File: config.mk
export PLATFORM = sky130hd
export DESIGN_NAME = multiply_rotate_hash_64_unit_flat
export DESIGN_NICKNAME = d
export VERILOG_FILES = /design/src/hw/rtl/mrh_pkg.sv /design/src/hw/rtl/mrh_if.sv /design/src/hw/rtl/mrh_mul.sv /design/src/hw/rtl/multiply_rotate_hash_64_unit.sv /design/src/flat_wrapper.sv
export SDC_FILE = /design/constraint.sdc
export NUM_CORES = 2
export LEC_CHECK = 0
export BUFFER_PORTS_ARGS = -buffer_cell sky130_fd_sc_hd__buf_4
export CAP_MARGIN = 20
export CORE_MARGIN = 2
export CORE_UTILIZATION = 40
export DETAILED_ROUTE_END_ITERATION = 8
export PLACE_DENSITY = 0.56
export SYNTH_ARGS = -nofsm -noshare
export SYNTH_HDL_FRONTEND = slang
export SYNTH_SLANG_ARGS = --single-unit
File: constraint.sdc
create_clock -name clk -period 13.9 [get_ports clk]
set_input_delay 2.78 -clock clk [delete_from_list [all_inputs] [get_ports clk]]
set_output_delay 2.78 -clock clk [all_outputs]
set_load 0.05 [all_outputs]
File: src/hw/rtl/mrh_pkg.sv
`default_nettype none
package mrh_pkg;

  localparam logic [63:0] SEED       = 64'h1234_5678_9012_3456;
  localparam logic [63:0] MIX_MUL    = 64'h1402_0a57_acce_d8b7;
  localparam logic [31:0] MIX_MUL_LO = MIX_MUL[31:0];
  localparam logic [31:0] MIX_MUL_HI = MIX_MUL[63:32];
  localparam int          ROT_LEFT   = 31;
  localparam int          ROT_RIGHT  = 33;
  localparam int          FOLD_SHIFT = 31;
  localparam logic [3:0]  WORD_BYTES = 4'd8;

endpackage
`default_nettype wire

File: src/hw/rtl/mrh_if.sv
`default_nettype none
interface mrh_in_if;
  logic        valid;
  logic        ready;
  logic [63:0] data_word;
  logic [3:0]  valid_bytes;
  logic        last;

  modport source (output valid, output data_word, output valid_bytes, output last,
                  input ready);
  modport sink   (input valid, input data_word, input valid_bytes, input last,
                  output ready);
endinterface

interface mrh_out_if;
  logic        valid;
  logic        ready;
  logic [63:0] hash_value;

  modport source (output valid, output hash_value, input ready);
  modport sink   (input valid, input hash_value, output ready);
endinterface
`default_nettype wire

File: src/hw/rtl/mrh_mul.sv
`default_nettype none
// Low 64 bits of a * MIX_MUL from three 32x32 partial products on one multiplier.
module mrh_mul
  import mrh_pkg::*;
(
  input  wire logic        clk,
  input  wire logic        rst,
  input  wire logic        start,
  input  wire logic [63:0] a,
  output logic             done,
  output logic [63:0]      product
);

  logic        busy;
  logic [1:0]  step;
  logic [63:0] a_q;
  logic [63:0] pp;
  logic [63:0] acc;
  logic [31:0] ma;
  logic [31:0] mb;
  logic [63:0] mprod;

  always_comb begin
    unique case (step)
      2'd1: begin
        ma = a_q[63:32];
        mb = MIX_MUL_LO;
      end
      2'd2: begin
        ma = a_q[31:0];
        mb = MIX_MUL_HI;
      end
      default: begin
        ma = a_q[31:0];
        mb = MIX_MUL_LO;
      end
    endcase
    mprod = 64'(ma) * 64'(mb);
  end

  always_ff @(posedge clk) begin
    if (rst) begin
      busy <= 1'b0;
      step <= 2'd0;
      done <= 1'b0;
    end else begin
      done <= 1'b0;
      if (start) begin
        a_q  <= a;
        step <= 2'd0;
        busy <= 1'b1;
      end else if (busy) begin
        pp   <= mprod;
        step <= step + 2'd1;
        // accumulate the product registered on the previous step
        case (step)
          2'd1: acc <= pp;
          2'd2: acc <= acc + {pp[31:0], 32'd0};
          2'd3: begin
            product <= acc + {pp[31:0], 32'd0};
            done    <= 1'b1;
            busy    <= 1'b0;
          end
          default: ;
        endcase
      end
    end
  end

endmodule
`default_nettype wire

File: src/hw/rtl/multiply_rotate_hash_64_unit.sv
`default_nettype none
// channel  | dir | payload                          | handshake
// in_ch    | in  | data_word, valid_bytes, last     | valid / ready
// out_ch   | out | hash_value                       | valid / ready
//
// Every 64-bit multiply runs on one shared 32x32 multiplier.
// Full word: 2 multiplies. Word of n < 8 bytes: n multiplies.
// Last word adds 4 multiplies and the output state; empty non-last word: no multiply.
// rst is synchronous: hash restarts from the seed, byte count clears, output empties.
// in_ch.ready is high only while idle; a finished hash waits in the output register,
// and the next message's words are taken while it stalls.
module multiply_rotate_hash_64_unit
  import mrh_pkg::*;
(
  input  wire logic  clk,
  input  wire logic  rst,
  mrh_in_if.sink     in_ch,
  mrh_out_if.source  out_ch
);

  localparam logic [2:0] S_IDLE = 3'd0;
  localparam logic [2:0] S_WX   = 3'd1;
  localparam logic [2:0] S_WH   = 3'd2;
  localparam logic [2:0] S_BYTE = 3'd3;
  localparam logic [2:0] S_FIN  = 3'd4;
  localparam logic [2:0] S_RND  = 3'd5;
  localparam logic [2:0] S_OUT  = 3'd6;

  logic [2:0]  state;
  logic [63:0] h;
  logic [63:0] total;
  logic [63:0] w;
  logic [63:0] x;
  logic [63:0] f;
  logic [3:0]  nbytes;
  logic [2:0]  k;
  logic [1:0]  rnd;
  logic        lastq;
  logic        mul_start;
  logic [63:0] mul_a;
  logic        mul_done;
  logic [63:0] mul_prod;
  logic        out_valid;
  logic [63:0] out_hash;

  logic [3:0]  n_in;
  logic [63:0] h_word;
  logic [63:0] h_byte;
  logic [63:0] f_fin;
  logic [3:0]  k_inc;

  function automatic logic [63:0] rotl31(input logic [63:0] v);
    return (v << ROT_LEFT) | (v >> ROT_RIGHT);
  endfunction

  function automatic logic [63:0] fold(input logic [63:0] v);
    return v ^ (v >> FOLD_SHIFT);
  endfunction

  mrh_mul u_mul (
    .clk     (clk),
    .rst     (rst),
    .start   (mul_start),
    .a       (mul_a),
    .done    (mul_done),
    .product (mul_prod)
  );

  assign in_ch.ready       = (state == S_IDLE);
  assign out_ch.valid      = out_valid;
  assign out_ch.hash_value = out_hash;

  assign n_in   = (in_ch.valid_bytes > WORD_BYTES) ? WORD_BYTES : in_ch.valid_bytes;
  assign h_word = rotl31(mul_prod ^ x);
  assign h_byte = mul_prod ^ {56'd0, w[{k, 3'b000} +: 8]};
  assign f_fin  = mul_prod + total;
  assign k_inc  = {1'b0, k} + 4'd1;

  always_ff @(posedge clk) begin
    if (rst) begin
      state     <= S_IDLE;
      mul_start <= 1'b0;
      out_valid <= 1'b0;
      h         <= SEED;
      total     <= 64'd0;
    end else begin
      mul_start <= 1'b0;
      // S_OUT refills the output register itself
      if (out_valid && out_ch.ready && (state != S_OUT)) begin
        out_valid <= 1'b0;
      end
      unique case (state)
        S_IDLE: begin
          if (in_ch.valid) begin
            w      <= in_ch.data_word;
            nbytes <= n_in;
            lastq  <= in_ch.last;
            total  <= total + {60'd0, n_in};
            k      <= 3'd0;
            if (n_in == WORD_BYTES) begin
              mul_a     <= in_ch.data_word;
              mul_start <= 1'b1;
              state     <= S_WX;
            end else if (n_in != 4'd0) begin
              mul_a     <= h;
              mul_start <= 1'b1;
              state     <= S_BYTE;
            end else if (in_ch.last) begin
              mul_a     <= h;
              mul_start <= 1'b1;
              state     <= S_FIN;
            end
          end
        end
        S_WX: begin
          if (mul_done) begin
            x         <= rotl31(mul_prod);
            mul_a     <= h;
            mul_start <= 1'b1;
            state     <= S_WH;
          end
        end
        S_WH: begin
          if (mul_done) begin
            h <= h_word;
            if (lastq) begin
              mul_a     <= h_word;
              mul_start <= 1'b1;
              state     <= S_FIN;
            end else begin
              state <= S_IDLE;
            end
          end
        end
        S_BYTE: begin
          if (mul_done) begin
            h <= h_byte;
            if (k_inc == nbytes) begin
              if (lastq) begin
                mul_a     <= h_byte;
                mul_start <= 1'b1;
                state     <= S_FIN;
              end else begin
                state <= S_IDLE;
              end
            end else begin
              k         <= k + 3'd1;
              mul_a     <= h_byte;
              mul_start <= 1'b1;
            end
          end
        end
        S_FIN: begin
          if (mul_done) begin
            mul_a     <= fold(f_fin);
            mul_start <= 1'b1;
            rnd       <= 2'd0;
            state     <= S_RND;
          end
        end
        S_RND: begin
          if (mul_done) begin
            if (rnd == 2'd2) begin
              f     <= mul_prod;
              state <= S_OUT;
            end else begin
              mul_a     <= fold(mul_prod);
              mul_start <= 1'b1;
              rnd       <= rnd + 2'd1;
            end
          end
        end
        S_OUT: begin
          // hold until the output register is free, then restart from the seed
          if (!out_valid || out_ch.ready) begin
            out_hash  <= (f == 64'd0) ? 64'd1 : f;
            out_valid <= 1'b1;
            h         <= SEED;
            total     <= 64'd0;
            state     <= S_IDLE;
          end
        end
        default: state <= S_IDLE;
      endcase
    end
  end

endmodule
`default_nettype wire

File: src/flat_wrapper.sv
// flat-port wrapper written by rule: the top's interface ports become plain ports
module multiply_rotate_hash_64_unit_flat import mrh_pkg::*;
  (clk, rst, in_ch_valid, in_ch_data_word, in_ch_valid_bytes, in_ch_last, in_ch_ready, out_ch_valid, out_ch_hash_value, out_ch_ready);
  mrh_in_if in_ch_i ();
  mrh_out_if out_ch_i ();
  input  wire logic clk;
  input  wire logic rst;
  input wire logic [$bits(in_ch_i.valid)-1:0] in_ch_valid;
  input wire logic [$bits(in_ch_i.data_word)-1:0] in_ch_data_word;
  input wire logic [$bits(in_ch_i.valid_bytes)-1:0] in_ch_valid_bytes;
  input wire logic [$bits(in_ch_i.last)-1:0] in_ch_last;
  output wire logic [$bits(in_ch_i.ready)-1:0] in_ch_ready;
  output wire logic [$bits(out_ch_i.valid)-1:0] out_ch_valid;
  output wire logic [$bits(out_ch_i.hash_value)-1:0] out_ch_hash_value;
  input wire logic [$bits(out_ch_i.ready)-1:0] out_ch_ready;
  assign in_ch_i.valid = in_ch_valid;
  assign in_ch_i.data_word = in_ch_data_word;
  assign in_ch_i.valid_bytes = in_ch_valid_bytes;
  assign in_ch_i.last = in_ch_last;
  assign in_ch_ready = in_ch_i.ready;
  assign out_ch_valid = out_ch_i.valid;
  assign out_ch_hash_value = out_ch_i.hash_value;
  assign out_ch_i.ready = out_ch_ready;
  multiply_rotate_hash_64_unit u_core (.clk(clk), .rst(rst), .in_ch(in_ch_i), .out_ch(out_ch_i));
endmodule
==> summary.md <==
| Metric | Value |
|---|---|
| Gr usage total | 25.9% |
| Crit path largest cell delay | 0.87 ns |
| Root Driver | clkbuf_16 |
| Avg Inst Size Synth | 10.8 sq um |
| Worst-path fanout max | 18 |
| Inserted Diodes | 0 |
| Commonest cells after routing, fill and taps aside | 724 x inv_1, 596 x ha_1, 586 x edfxtp_1 |
| Kind of critical path | flop to flop |
| Final layout net count | 6626 |
| Setup violators final | 0 |
| WL met3 | 15.0 mm |
| Post-CTS Setup Inserts | 0 |
| Worst setup EP type | flop |
| RSZ-0062 raised after global routing | no |
| Slew headroom | 16.3% |
| Remaining DRCs | 0 |
| FP Rows | 140 |
| Most used cell, CP | fa_1 |
| Synthesized area | 58500 sq um |
| CP max stage cell | mux2i_1 |
| Library cell with the largest summed area after synthesis | edfxtp_1 |
| Hold Crit Class | flop to flop |
| Hold Path Sink | u_core.u_mul.product[26] |
| First-pass GRT wire length | 285 mm |
| Sequential fraction of the synthesis area | 34.8% |
| Setup TNS | 0 ns |
| Total core area | 145000 sq um |
| Status | finished clean |
| Worst Path Arrival | 10.67 ns |
| Async set-reset flop share out of synthesis | 0% |
| Fillcell total | 13700 |
| Top post-synthesis cells by area | edfxtp_1 30%, fa_1 17%, ha_1 13%, dfxtp_1 4.7%, inv_1 4.7% |
| Clock Skew | 0.0368 ns |
| Vias in the first global route | 41100 |
| Routed WL per cell | 26.3 microns |
| Post-synth cell types | 99 |
| TritonCTS clock tree | done |
| FMAX | 0.0974 GHz |
| CTS Hold Buffers Added | 0 |
| Worst-Skew Late Latency | 0.67 ns |
| Via density | 5.61 |
| Total grt overflow | 0 |
| Cells on Worst Hold Path | 0 |
| Reg2Reg Depth | 29 |
| Post-route clock period utilization | 73.9% |
| Worst setup SP type | flop |
| Net count after synthesis | 6581 |
| Largest net degree at the start of global routing | 86 |
| Hold Crit Start | u_core.u_mul.acc[26] |
| R2r endpoint | u_core.u_mul.pp[56] |
| Post-synth EDFFs | 586 |
| Fin. Hold Viols | 0 |
| CTS H-tree lvls | 3 |
| Starting DRT DRC Count | 4080 |
| Gate Count Post-Synth | 5398 |
| Number of port buffers | 138 |
| Vias | 41700 |
| Layout cell share with drive strength beyond 1 | 9.60% |
| Top sig layer | met5 |
| Routability cong. | 0.928 |
| Synthesized flop and latch total | 723 |
| Initial Util | 40.2% |
| Worst-Margin Slew | 1.25 ns |
| Share of the synthesized area in the top cell type | 30.1% |
| R2r startpoint | u_core.u_mul.step[1] |
| Delay-heaviest family, CP | adder cells |
| Dpl hpwl | 153 mm |
| Cts bufs inserted | 82 |
| Metal2 WL | 86.1 mm |
| Post-CTS sizing | 0 |
| Routed Antenna Nets | 0 |
| Area occupied by multi-input gates | 34400 sq um |
| Synthesis-to-layout area growth | 10.4% |
| Most common cell after layout, fill and taps aside | inv_1 |
| Die ar. | 149000 sq um |
| Sink Count | 723 |
| IO Pins | 139 |
| DRT Pass-1 Iters | 6 |
| Metal-1 WL | 85.7 mm |
| Initial antenna violation count | 10 |
| Max cap viols | 0 |
| Die width | 386 microns |
| CTS clk-pin slew, worst paths | 0.06 ns |
| Max-slew violation count | 0 |
| Die span in y | 386 microns |
| Clk buf depth | 3 |
| Top_reg_cell synth | edfxtp_1 |
| Ys Warns | 0 |
| Final worst path period need | 10.27 ns |
| Register area | 20300 sq um |
| Final wirelength | 195 mm |
| CP Buf/Inv Count | 5 |
| R2r setup slk | 3.63 ns |
| CP required | 14.31 ns |
registers in the layout, indices dropped and copies added, names as in the netlist:
signal                    count
u_core.f                     64
u_core.h                     64
u_core.k                      3
u_core.lastq                  1
u_core.mul_a                 64
u_core.mul_start              1
u_core.nbytes                 4
u_core.out_ch.hash_value     64
u_core.out_ch.valid           1
u_core.rnd                    2
u_core.state                  3
u_core.total                 64
u_core.u_mul.a_q             64
u_core.u_mul.acc             64
u_core.u_mul.busy             1
u_core.u_mul.done             1
u_core.u_mul.pp              64
u_core.u_mul.product         64
u_core.u_mul.step             2
u_core.w                     64
u_core.x                     64
layout make-up:
| type | count | share of cell area [%] |
|---|---|---|
| inverter | 727 | 4.23 |
| timing repair buffer | 248 | 2.89 |
| clock buffer | 103 | 3.36 |
| multi-input combinational | 3661 | 53.3 |
| sequential | 723 | 31.5 |
| clock inverter | 50 | 0.982 |
| tap | 1917 | 3.71 |
layer usage:
metal | vias up | GRT usage (%)
li1 | 18800 | -
met1 | 20900 | 36.9
met2 | 1663 | 39.3
met3 | 327 | 4.29
met4 | 2 | 10.4
met5 | - | 0
per-stage QoR:
stage               hold WS (ns)  util [%]  cells  setup WS, ns  cell area (sq um)
finish                     0.407      44.4   7429          3.63              64600
floorplan                  0.400         -   5398          2.95              58500
CTS                        0.409      44.4   7427          3.72              64600
global placement           0.401      42.5   7274          3.93              61800
detailed placement         0.405      42.5   7274          3.75              61800
global route               0.415      44.4   7429          3.29              64600
cell families (layout without fill, tap and decap cells):
group           after synthesis  after routing  synth area share, %
mux                         174            174                 3.45
simple gates                990            990                 8.12
compound gates             1028           1028                 11.4
flops                       723            723                 34.8
buf+inv                    1014           1128                 6.55
xor+xnor                    359            359                 5.40
fa+ha+maj                  1110           1110                 30.3
worst max-delay path by stage:
stage          slack (ns)  depth (start not counted)                   to            startpoint
6_report             3.63                         29  u_core.u_mul.pp[56]  u_core.u_mul.step[1]
5_1_grt              3.29                         31  u_core.u_mul.pp[56]  u_core.u_mul.step[1]
4_1_cts              3.72                         29  u_core.u_mul.pp[56]  u_core.u_mul.step[1]
3_5_place_dp         3.75                         29  u_core.u_mul.pp[56]  u_core.u_mul.step[1]
3_3_place_gp         3.93                         29  u_core.u_mul.pp[56]  u_core.u_mul.step[1]
2_1_floorplan        2.95                          3         u_core.lastq                   rst
Yosys cell counts (all sizes together), types with 40 or more instances:
library cell / instances
a211oi: 86
xnor2: 191
inv: 726
mux2: 53
a21o: 93
nand4: 54
ha: 599
o21ai: 169
dfxtp: 137
nand2b: 41
fa: 511
nand2: 251
nand3: 53
buf: 40
a21oi: 331
edfxtp: 586
a22oi: 56
clkbuf: 247
nor2b: 69
o22ai: 43
nor3: 52
nor2: 328
mux2i: 104
xor2: 167
Power is left out: the tool's default activity adds up to more than one toggle a clock period on the data nets, which glitch-free logic cannot reach.
